--- src/hw/rtl/ifc_pkg.sv ---
// ----------------------------------------------------------------------------
// ifc_pkg: irrigation and fan controller shared definitions
// Command codes, register indexes, reset values and the structs passed
// between the configuration, core and result stages.
// ----------------------------------------------------------------------------
package ifc_pkg;

  localparam int unsigned CfgIdxW   = 3;
  localparam int unsigned CfgDataW  = 17;
  localparam int unsigned RunMsW    = 22;
  localparam int unsigned CoolMsW   = 27;
  localparam int unsigned TimeW     = 32;
  localparam int unsigned MsPerSec  = 1000;
  localparam int unsigned FanHystW  = 12;

  localparam logic [FanHystW-1:0] FAN_HYST_TENTHS = 12'd20;

  typedef enum logic [1:0] {
    CMD_TICK   = 2'd0,
    CMD_SAMPLE = 2'd1,
    CMD_MANUAL = 2'd2
  } cmd_t;

  typedef enum logic [CfgIdxW-1:0] {
    REG_MOISTURE_MIN = 3'd0,
    REG_TEMP_MAX     = 3'd1,
    REG_WATER_CRIT   = 3'd2,
    REG_RUN_SECONDS  = 3'd3,
    REG_COOL_SECONDS = 3'd4
  } reg_idx_t;

  localparam logic [9:0]         MOISTURE_MIN_RST = 10'd300;
  localparam logic [10:0]        TEMP_MAX_RST     = 11'd300;
  localparam logic [13:0]        WATER_CRIT_RST   = 14'd100;
  localparam logic [RunMsW-1:0]  RUN_MS_RST       = 22'd60000;
  localparam logic [CoolMsW-1:0] COOL_MS_RST      = 27'd600000;

  typedef struct packed {
    logic [9:0]         moisture_min;
    logic [10:0]        temp_max;
    logic [13:0]        water_crit;
    logic [RunMsW-1:0]  run_ms;
    logic [CoolMsW-1:0] cool_ms;
  } cfg_t;

  typedef struct packed {
    logic [1:0]        command;
    logic [10:0]       soil_moisture_a;
    logic [10:0]       soil_moisture_b;
    logic [11:0]       air_temperature;
    logic [14:0]       water_level;
    logic [RunMsW-1:0] manual_ms;
  } item_t;

  typedef struct packed {
    logic water_alert;
    logic cooldown_active;
    logic action_taken;
    logic fan_running;
    logic pump_running;
    logic valve_open;
  } result_t;

endpackage

--- src/hw/rtl/ifc_cfg.sv ---
// ----------------------------------------------------------------------------
// ifc_cfg: configuration registers
// Holds the thresholds and keeps run and cooldown lengths in milliseconds,
// scaled once at write time.
// ----------------------------------------------------------------------------
module ifc_cfg (
  input  logic                         clk,
  input  logic                         rst_n,
  input  logic                         cfg_we,
  input  logic [ifc_pkg::CfgIdxW-1:0]  cfg_index,
  input  logic [ifc_pkg::CfgDataW-1:0] cfg_wdata,
  output ifc_pkg::cfg_t                cfg
);

  ifc_pkg::cfg_t cfg_r;
  ifc_pkg::cfg_t cfg_nxt;

  always_comb begin
    cfg_nxt = cfg_r;
    if (cfg_we) begin
      unique case (cfg_index)
        ifc_pkg::REG_MOISTURE_MIN: cfg_nxt.moisture_min = cfg_wdata[9:0];
        ifc_pkg::REG_TEMP_MAX:     cfg_nxt.temp_max     = cfg_wdata[10:0];
        ifc_pkg::REG_WATER_CRIT:   cfg_nxt.water_crit   = cfg_wdata[13:0];
        ifc_pkg::REG_RUN_SECONDS:
          cfg_nxt.run_ms = {10'd0, cfg_wdata[11:0]} *
                           ifc_pkg::RunMsW'(ifc_pkg::MsPerSec);
        ifc_pkg::REG_COOL_SECONDS:
          cfg_nxt.cool_ms = {10'd0, cfg_wdata} *
                            ifc_pkg::CoolMsW'(ifc_pkg::MsPerSec);
        default: ;
      endcase
    end
  end

  always_ff @(posedge clk) begin
    if (!rst_n) begin
      cfg_r.moisture_min <= ifc_pkg::MOISTURE_MIN_RST;
      cfg_r.temp_max     <= ifc_pkg::TEMP_MAX_RST;
      cfg_r.water_crit   <= ifc_pkg::WATER_CRIT_RST;
      cfg_r.run_ms       <= ifc_pkg::RUN_MS_RST;
      cfg_r.cool_ms      <= ifc_pkg::COOL_MS_RST;
    end else begin
      cfg_r <= cfg_nxt;
    end
  end

  assign cfg = cfg_r;

endmodule

--- src/hw/rtl/ifc_core.sv ---
// ----------------------------------------------------------------------------
// ifc_core: controller state and item evaluation
// Evaluates one registered item against the run, cooldown and fan state and
// commits the new state when the item moves on to the result register.
// ----------------------------------------------------------------------------
module ifc_core (
  input  logic             clk,
  input  logic             rst_n,
  input  logic             fire,
  input  ifc_pkg::item_t   item,
  input  ifc_pkg::cfg_t    cfg,
  output ifc_pkg::result_t result
);

  logic [ifc_pkg::TimeW-1:0]  time_ms_r, time_ms_nxt;
  logic                       irrigating_r, irrigating_nxt;
  logic [ifc_pkg::TimeW-1:0]  run_start_ms_r, run_start_ms_nxt;
  logic [ifc_pkg::RunMsW-1:0] run_length_ms_r, run_length_ms_nxt;
  logic [ifc_pkg::TimeW-1:0]  last_end_ms_r, last_end_ms_nxt;
  logic                       ended_once_r, ended_once_nxt;
  logic                       fan_state_r, fan_state_nxt;

  logic [ifc_pkg::TimeW-1:0] run_elapsed;
  logic [ifc_pkg::TimeW-1:0] since_end;
  logic       run_done;
  logic       irr_mid;
  logic       cool_win;
  logic       a_ok, b_ok;
  logic [11:0] moist_sum;
  logic [10:0] min2;
  logic       want;
  logic       level_low;
  logic       temp_ok, temp_hot, temp_cold;
  logic       action, cool, alert;

  assign run_elapsed = time_ms_r - run_start_ms_r;
  assign run_done    = irrigating_r &&
                       (run_elapsed >= {{(ifc_pkg::TimeW-ifc_pkg::RunMsW){1'b0}},
                                        run_length_ms_r});
  assign irr_mid     = irrigating_r && !run_done;

  // a run that ends on this sample restarts the cooldown window at zero
  assign since_end = run_done ? '0 : (time_ms_r - last_end_ms_r);
  assign cool_win  = (ended_once_r || run_done) &&
                     (since_end < {{(ifc_pkg::TimeW-ifc_pkg::CoolMsW){1'b0}}, cfg.cool_ms});

  // average compared as a sum against twice the minimum
  assign a_ok      = !item.soil_moisture_a[10];
  assign b_ok      = !item.soil_moisture_b[10];
  assign moist_sum = {1'b0, item.soil_moisture_a} + {1'b0, item.soil_moisture_b};
  assign min2      = {cfg.moisture_min, 1'b0};

  always_comb begin
    if (a_ok && b_ok)
      want = moist_sum < {1'b0, min2};
    else if (a_ok)
      want = {item.soil_moisture_a[9:0], 1'b0} < min2;
    else if (b_ok)
      want = {item.soil_moisture_b[9:0], 1'b0} < min2;
    else
      want = 1'b0;
  end

  assign level_low = item.water_level[14] || (item.water_level[13:0] < cfg.water_crit);

  assign temp_ok   = !item.air_temperature[11];
  assign temp_hot  = item.air_temperature[10:0] > cfg.temp_max;
  assign temp_cold = ({1'b0, item.air_temperature[10:0]} + ifc_pkg::FAN_HYST_TENTHS) <
                     {1'b0, cfg.temp_max};

  always_comb begin
    time_ms_nxt       = time_ms_r;
    irrigating_nxt    = irrigating_r;
    run_start_ms_nxt  = run_start_ms_r;
    run_length_ms_nxt = run_length_ms_r;
    last_end_ms_nxt   = last_end_ms_r;
    ended_once_nxt    = ended_once_r;
    fan_state_nxt     = fan_state_r;
    action            = 1'b0;
    cool              = 1'b0;
    alert             = 1'b0;
    case (item.command)
      ifc_pkg::CMD_TICK: begin
        time_ms_nxt = time_ms_r + ifc_pkg::TimeW'(1);
      end
      ifc_pkg::CMD_SAMPLE: begin
        if (run_done) begin
          irrigating_nxt  = 1'b0;
          last_end_ms_nxt = time_ms_r;
          ended_once_nxt  = 1'b1;
        end
        if (!irr_mid && want) begin
          if (cool_win) begin
            cool = 1'b1;
          end else if (level_low) begin
            alert = 1'b1;
          end else begin
            irrigating_nxt    = 1'b1;
            run_start_ms_nxt  = time_ms_r;
            run_length_ms_nxt = cfg.run_ms;
            action            = 1'b1;
          end
        end
        if (temp_ok) begin
          if (temp_hot) begin
            if (!fan_state_r) begin
              fan_state_nxt = 1'b1;
              action        = 1'b1;
            end
          end else if (temp_cold) begin
            if (fan_state_r) begin
              fan_state_nxt = 1'b0;
              action        = 1'b1;
            end
          end
        end
      end
      ifc_pkg::CMD_MANUAL: begin
        if (!irrigating_r) begin
          irrigating_nxt    = 1'b1;
          run_start_ms_nxt  = time_ms_r;
          run_length_ms_nxt = item.manual_ms;
          action            = 1'b1;
        end
      end
      default: ;
    endcase
  end

  always_ff @(posedge clk) begin
    if (!rst_n) begin
      time_ms_r       <= '0;
      irrigating_r    <= 1'b0;
      run_start_ms_r  <= '0;
      run_length_ms_r <= '0;
      last_end_ms_r   <= '0;
      ended_once_r    <= 1'b0;
      fan_state_r     <= 1'b0;
    end else if (fire) begin
      time_ms_r       <= time_ms_nxt;
      irrigating_r    <= irrigating_nxt;
      run_start_ms_r  <= run_start_ms_nxt;
      run_length_ms_r <= run_length_ms_nxt;
      last_end_ms_r   <= last_end_ms_nxt;
      ended_once_r    <= ended_once_nxt;
      fan_state_r     <= fan_state_nxt;
    end
  end

  assign result.valve_open      = irrigating_nxt;
  assign result.pump_running    = irrigating_nxt;
  assign result.fan_running     = fan_state_nxt;
  assign result.action_taken    = action;
  assign result.cooldown_active = cool;
  assign result.water_alert     = alert;

endmodule

--- src/hw/rtl/ifc_out.sv ---
// ----------------------------------------------------------------------------
// ifc_out: result register
// Holds one result until the downstream transfer and reports whether a new
// result can be loaded this cycle.
// ----------------------------------------------------------------------------
module ifc_out (
  input  logic             clk,
  input  logic             rst_n,
  input  logic             load,
  input  ifc_pkg::result_t result,
  output logic             can_load,
  output logic             out_tvalid,
  input  logic             out_tready,
  output ifc_pkg::result_t out_result
);

  logic             vld_r, vld_nxt;
  ifc_pkg::result_t res_r;

  assign can_load = !vld_r || out_tready;

  always_comb begin
    vld_nxt = vld_r;
    if (load)
      vld_nxt = 1'b1;
    else if (out_tready)
      vld_nxt = 1'b0;
  end

  always_ff @(posedge clk) begin
    if (!rst_n) begin
      vld_r <= 1'b0;
    end else begin
      vld_r <= vld_nxt;
    end
  end

  always_ff @(posedge clk) begin
    if (load) begin
      res_r <= result;
    end
  end

  assign out_tvalid = vld_r;
  assign out_result = res_r;

endmodule

--- src/hw/rtl/irrigation_and_fan_controller_top.sv ---
// ----------------------------------------------------------------------------
// irrigation_and_fan_controller_top: irrigation and fan controller
// Stream front end with input register, controller core and result register.
// ----------------------------------------------------------------------------
// Every accepted item yields exactly one result. An item is registered on
// input, evaluated against the controller state and written to the result
// register, from which it is offered for an output transfer. Throughput is
// one item per cycle as long as the result side takes results; a stalled
// result register stops the input register, and in_tready follows
// out_tready through that two-entry path. Run and cooldown lengths are
// scaled to milliseconds when their registers are written.
// ----------------------------------------------------------------------------
module irrigation_and_fan_controller_top (
  input  logic                         clk,
  input  logic                         rst_n,
  // slave side
  input  logic                         in_tvalid,
  output logic                         in_tready,
  // [10:0] soil_moisture_a, [21:11] soil_moisture_b, [33:22] air_temperature,
  // [48:34] water_level, [60:49] manual_seconds, [63:61] zero
  input  logic [63:0]                  in_tdata,
  // [1:0] command
  input  logic [1:0]                   in_tuser,
  // master side
  output logic                         out_tvalid,
  input  logic                         out_tready,
  // [0] valve_open, [1] pump_running, [2] fan_running, [3] action_taken,
  // [4] cooldown_active, [5] water_alert, [7:6] zero
  output logic [7:0]                   out_tdata,
  // configuration
  input  logic                         cfg_we,
  input  logic [ifc_pkg::CfgIdxW-1:0]  cfg_index,
  input  logic [ifc_pkg::CfgDataW-1:0] cfg_wdata
);

  ifc_pkg::cfg_t    cfg;
  ifc_pkg::item_t   item_r;
  ifc_pkg::item_t   item_nxt;
  ifc_pkg::result_t core_res;
  ifc_pkg::result_t out_res;
  logic             s1_vld_r, s1_vld_nxt;
  logic             can_load;
  logic             s1_adv;
  logic             in_xfer;

  assign s1_adv    = s1_vld_r && can_load;
  assign in_tready = !s1_vld_r || s1_adv;
  assign in_xfer   = in_tvalid && in_tready;

  // scale the manual length to milliseconds on the way in
  always_comb begin
    item_nxt.command         = in_tuser;
    item_nxt.soil_moisture_a = in_tdata[10:0];
    item_nxt.soil_moisture_b = in_tdata[21:11];
    item_nxt.air_temperature = in_tdata[33:22];
    item_nxt.water_level     = in_tdata[48:34];
    item_nxt.manual_ms       = {10'd0, in_tdata[60:49]} *
                               ifc_pkg::RunMsW'(ifc_pkg::MsPerSec);
  end

  always_comb begin
    s1_vld_nxt = s1_vld_r;
    if (in_xfer)
      s1_vld_nxt = 1'b1;
    else if (s1_adv)
      s1_vld_nxt = 1'b0;
  end

  always_ff @(posedge clk) begin
    if (!rst_n) begin
      s1_vld_r <= 1'b0;
    end else begin
      s1_vld_r <= s1_vld_nxt;
    end
  end

  always_ff @(posedge clk) begin
    if (in_xfer) begin
      item_r <= item_nxt;
    end
  end

  ifc_cfg u_cfg (
    .clk       (clk),
    .rst_n     (rst_n),
    .cfg_we    (cfg_we),
    .cfg_index (cfg_index),
    .cfg_wdata (cfg_wdata),
    .cfg       (cfg)
  );

  ifc_core u_core (
    .clk    (clk),
    .rst_n  (rst_n),
    .fire   (s1_adv),
    .item   (item_r),
    .cfg    (cfg),
    .result (core_res)
  );

  ifc_out u_out (
    .clk        (clk),
    .rst_n      (rst_n),
    .load       (s1_adv),
    .result     (core_res),
    .can_load   (can_load),
    .out_tvalid (out_tvalid),
    .out_tready (out_tready),
    .out_result (out_res)
  );

  assign out_tdata = {2'b00, out_res};

`ifndef NO_ASSERTIONS
  // a blocked start never coexists with the other block reason or a running valve
  assert property (@(posedge clk) disable iff (!rst_n)
    out_tvalid && (out_res.cooldown_active || out_res.water_alert) |->
      !(out_res.cooldown_active && out_res.water_alert) && !out_res.valve_open)
    else $error("blocked start reported with conflicting status");

  // an input transfer always leaves an item in the input register
  assert property (@(posedge clk) disable iff (!rst_n)
    in_xfer |=> s1_vld_r)
    else $error("accepted item lost from input register");

  // full input register behind a stalled result register must back-pressure
  assert property (@(posedge clk) disable iff (!rst_n)
    s1_vld_r && out_tvalid && !out_tready |-> !in_tready)
    else $error("input accepted while pipeline is full and stalled");

  // a transfer into the result register shows up as valid next cycle
  assert property (@(posedge clk) disable iff (!rst_n)
    s1_adv |=> out_tvalid)
    else $error("result dropped on load");
`endif

endmodule

--- config.mk ---
export PLATFORM = sky130hd
export DESIGN_NAME = irrigation_and_fan_controller_top
export DESIGN_NICKNAME = d
export VERILOG_FILES = /design/src/hw/rtl/ifc_pkg.sv /design/src/hw/rtl/ifc_cfg.sv /design/src/hw/rtl/ifc_core.sv /design/src/hw/rtl/ifc_out.sv /design/src/hw/rtl/irrigation_and_fan_controller_top.sv
export SDC_FILE = /design/constraint.sdc
export NUM_CORES = 1
export LEC_CHECK = 0
export BUFFER_PORTS_ARGS = -buffer_cell sky130_fd_sc_hd__clkbuf_2
export CAP_MARGIN = 20
export CORE_MARGIN = 5
export CORE_UTILIZATION = 40
export DETAILED_ROUTE_END_ITERATION = 6
export PLACE_DENSITY = 0.68
export SYNTH_ARGS = -nofsm -noshare
export SYNTH_HDL_FRONTEND = slang
export SYNTH_SLANG_ARGS = --single-unit
--- constraint.sdc ---
create_clock -name clk -period 7.84 [get_ports clk]
set_input_delay 0 -clock clk [delete_from_list [all_inputs] [get_ports clk]]
set_output_delay 0 -clock clk [all_outputs]
set_load 0.05 [all_outputs]
==> results.txt <==
----------------------------------------------------
[Status]
  Status ... finished, final reports clean

[GRT]
  Met1 GRT Util ... 21.63%
  Met2 Resource Use GR ... 29.97%
  Maximum number of pins on one net before global-route repair ... 123
  All-layer global routing usage ... 17.44%
  Number of antenna violations at the first check in global routing ... 0
  Met3 Resource Use GR ... 2.761%
  Total congestion overflow after global routing ... 0
  Vias in the first global route ... 17900
  Global-route wire length before repair ... 86980 um
  Most crowded layer after global routing ... met2

[STA]
  Worst Skew ... 25.56 ps
  Final hold violation count ... 0
  RSZ-0062 raised after global routing ... false
  Worst-Margin Slew ... 1063 ps
  Achievable frequency ... 0.1381 GHz
  Setup Viol. Count Final ... 0
  Final total negative setup slack ... 0 ps
  Number of pins exceeding their max-slew limit in the final report ... 0
  Final worst-path cycle share ... 92.37%
  Time the final worst path needs with I/O delays and setup ... 7242 ps
  Worst-case headroom to the max-slew limit ... 29.16%

[Synthesis]
  Number of warnings issued by yosys ... 0
  Leading cell types by total area after synthesis ... sky130_fd_sc_hd__dfxtp_1 18%, sky130_fd_sc_hd__ha_1 17%, sky130_fd_sc_hd__edfxtp_1 10%
  Proportion of synthesized chip area in sequential cells ... 28.59%
  Unique masters post-synth ... 73
  Post-synth EDFFs ... 75
  Dominant cell by count in the synthesized netlist ... sky130_fd_sc_hd__nand2_1
  Largest area contributor in the synthesized netlist ... sky130_fd_sc_hd__dfxtp_1
  Primary flip-flop cell chosen by synthesis mapping ... sky130_fd_sc_hd__dfxtp_1
  Netlist Area Pre-Place ... 21740 sq um
  Share of async-settable or async-resettable flops after synthesis ... 0%
  Synth top area share ... 18.23%
  Post-synth top cells ... 318 x sky130_fd_sc_hd__nand2_1, 298 x sky130_fd_sc_hd__ha_1, 244 x sky130_fd_sc_hd__inv_1
  Synthesized area per cell ... 9.115 sq um
  Synth Register Bits ... 273
  Number of instances in the synthesized netlist ... 2385

[Final layout]
  Register cell area after layout ... 6216 sq um
  Area of the multi-input gates ... 14200 sq um
  Final non-filler cell total ... 3267
  Share of layout cells above drive strength 1 ... 8.324%
  Number of nets in the finished design ... 3035
  Area growth from synthesis to final layout ... 14.63%
  Filler cell count in the final layout ... 4987
  Count of antenna diodes in the layout ... 0
  Final design area excluding fillers ... 24920 sq um

[Clock tree]
  Setup fix buffers added after clock tree synthesis ... 0
  Maximum root-to-sink buffer count ... 3
  Clock network latency to the later pin of the worst-skew pair ... 560 ps
  Total number of clock tree sinks ... 273
  CTS Root Buffer Type ... sky130_fd_sc_hd__clkbuf_16
  H-tree Lvls ... 2
  Inserted Clock Buffers ... 34
  Clock transition time at the flip-flop clock pins of the worst setup and hold paths ... 70 ps
  Clock tree from TritonCTS ... built

[Drt]
  First-pass iteration count of the detailed router ... 5
  Total via count after detailed routing ... 17280
  Vias per cell ... 5.289
  Final antenna-violating net count ... 0
  Wire per inst ... 15.87 um
  Wirelength, routed ... 51860 um
  Post-route DRC ... 0
  Number of design-rule violations left by the first detailed-router iteration ... 936

[Placement]
  Cell total after placement ... 3131
  Dpl cell area ... 22960 sq um
  Detailed placement HPWL ... 39610 um
  PortBufs ... 95
  Weighted congestion reported at the end of routability-driven placement ... 0.8784

[Pwr]
  Part of the power in the clock network ... 30.5%
  Internal power ... 0.003559 W
  Power density of the placed cells ... 223.7 nW/um^2
  Sequential fraction of design power ... 29.2%
  Switching power share of the total ... 36.13%
  Leak Pwr ... 11.03 nW
  Net switching power ... 0.002014 W
  Final Total Pwr ... 0.005573 W
  Combinational cell fraction of total power ... 40.3%
  Worst vdd rail ir drop ... 0.0001849 V

[Critical path]
  Slowest CP cell ... sky130_fd_sc_hd__o31a_1
  Cell count of the worst reg-to-reg path ... 34
  Worst setup EP type ... flip-flop
  Required time of the critical path ... 8250 ps
  CP most frequent cell ... sky130_fd_sc_hd__a21o_1
  Critical Path Source Type ... flip-flop
  Data arrival time of the worst path ... 7650 ps
  CP max stage delay ... 440 ps
  Type of the setup path with the least slack ... flip-flop to flip-flop
  Critical Path Fanout Max ... 32

[Worst hold path]
  Hold path depth ... 4
  Class of the most critical hold timing path ... input port to flip-flop

[Job]
  Max-cap violations ... 0

[Die]
  Number of standard-cell rows in the floorplan ... 85
  Vertical die dimension ... 243.1 um
  Boundary Pins ... 101
  Starting Density ... 40.40%
  Floorplan die width ... 243.1 um
  Core Box Area ... 53810 sq um
  Overall die area ... 59110 sq um

----------------------------------------------------
-- routing by layer --
metal	part of all wire, %	vias to the layer above
li1	-	8604
met1	44	8199
met2	47	357
met3	4.3	120
met4	4.8	0
met5	0	-
-- stage by stage --
step / hold slack [ps] / utilization [%] / worst slack, ps
final: 1.137 / 46.30 / 598.1
after global placement: 176.5 / 42.67 / 603.0
after global routing: 30.86 / 46.30 / 25.05
after CTS: 55.88 / 46.28 / 353.8
after floorplan: 98.87 / - / 1228
after detailed placement: 178.6 / 42.67 / 410.4
-- cell families after synthesis --
family	Yosys count	share of synthesized area, %
AO/OA/AOI/OAI	524	16.48
XOR/XNOR	131	5.278
adder cells (fa/ha/maj)	399	26.45
buffers and inverters	326	6.136
flip-flops	273	28.59
multiplexers	53	2.446
other	1	0.01725
AND/OR/NAND/NOR	678	14.59
-- cell usage in the layout, fill, tap and decap left out, types with 15 or more instances in the layout --
| cell | synthesis | final |
|---|---|---|
| sky130_fd_sc_hd__buf_4 | 5 | 36 |
| sky130_fd_sc_hd__inv_1 | 244 | 244 |
| sky130_fd_sc_hd__nand2b_1 | 16 | 16 |
| sky130_fd_sc_hd__or3_1 | 17 | 17 |
| sky130_fd_sc_hd__xor2_1 | 44 | 44 |
| sky130_fd_sc_hd__fa_1 | 101 | 101 |
| sky130_fd_sc_hd__o211a_1 | 20 | 20 |
| sky130_fd_sc_hd__nand4_1 | 32 | 32 |
| sky130_fd_sc_hd__a21oi_1 | 110 | 109 |
| sky130_fd_sc_hd__a21boi_0 | 78 | 78 |
| sky130_fd_sc_hd__nor3_1 | 25 | 25 |
| sky130_fd_sc_hd__mux2i_1 | 52 | 52 |
| sky130_fd_sc_hd__dfxtp_1 | 198 | 198 |
| sky130_fd_sc_hd__a31oi_1 | 15 | 15 |
| sky130_fd_sc_hd__and3_1 | 20 | 20 |
| sky130_fd_sc_hd__nand3_1 | 59 | 59 |
| sky130_fd_sc_hd__edfxtp_1 | 75 | 75 |
| sky130_fd_sc_hd__clkbuf_16 | 0 | 35 |
| sky130_fd_sc_hd__xnor2_1 | 87 | 87 |
| sky130_fd_sc_hd__nor2_1 | 87 | 87 |
| sky130_fd_sc_hd__o21a_1 | 21 | 21 |
| sky130_fd_sc_hd__a21o_1 | 54 | 54 |
| sky130_fd_sc_hd__nand2_1 | 318 | 318 |
| sky130_fd_sc_hd__o21bai_1 | 20 | 20 |
| sky130_fd_sc_hd__o21ai_0 | 84 | 84 |
| sky130_fd_sc_hd__o211ai_1 | 40 | 40 |
| sky130_fd_sc_hd__nor2b_1 | 24 | 24 |
| sky130_fd_sc_hd__ha_1 | 298 | 298 |
| sky130_fd_sc_hd__clkbuf_2 | 0 | 94 |
| sky130_fd_sc_hd__dlygate4sd3_1 | 0 | 73 |
| sky130_fd_sc_hd__and2_1 | 45 | 43 |
-- what timing repair did --
action                                  4_1_cts  5_1_grt
resized for setup                             0        3
hold buffers                                 73        0
endpoints found under the hold margin       107        0
endpoints found under the setup margin        0       32
-- flip-flops by register name, indices dropped and copies added (netlist names), 5 cells and up --
signal and flops:
u_core.run_start_ms_r 32, u_out.out_result 5, item_r 70, u_core.time_ms_r 32
u_core.last_end_ms_r 32, u_core.run_length_ms_r 19, u_cfg.cfg 78
-- worst max-delay path, delay by kind of cell (launching register included) --
family | cells | cell delay [ps]
adder cells (fa/ha/maj) | 4 | 1160
multiplexers | 1 | 160
buffers and inverters | 5 | 830
AO/OA/AOI/OAI | 15 | 2810
XOR/XNOR | 1 | 130
flip-flops | 1 | 320
AND/OR/NAND/NOR | 8 | 1660
-- path summary, 6_finish.rpt --
check | start | to | slack, ps
setup / recovery | u_core.time_ms_r[0] | u_core.run_start_ms_r[21] | 600
hold / removal | cfg_index[0] | u_cfg.cfg[58] | 1
setup reg to reg | u_core.time_ms_r[0] | u_core.run_start_ms_r[21] | 600
hold reg to reg | u_core.run_start_ms_r[23] | u_core.run_start_ms_r[23] | 460
-- power by group through the flow --
stage	clock network (W)	logic (W)	registers [W]
3_3_place_gp	0	0.00216	0.00166
6_report	0.00170	0.00225	0.00163
4_1_cts	0.00173	0.00227	0.00163
5_1_grt	0.00181	0.00253	0.00164
2_1_floorplan	0	0.00161	0.00165
3_5_place_dp	0	0.00222	0.00166
-- layout make-up --
| class | instances | area share [%] |
|---|---|---|
| multi-input cells | 1787 | 56.99 |
| flip-flops and latches | 273 | 24.95 |
| clock inverters | 25 | 1.316 |
| inverters | 244 | 3.676 |
| clock buffers | 37 | 3.545 |
| repair buffers | 205 | 6.031 |
| well taps | 696 | 3.495 |
(Power assumes the default switching activity.)
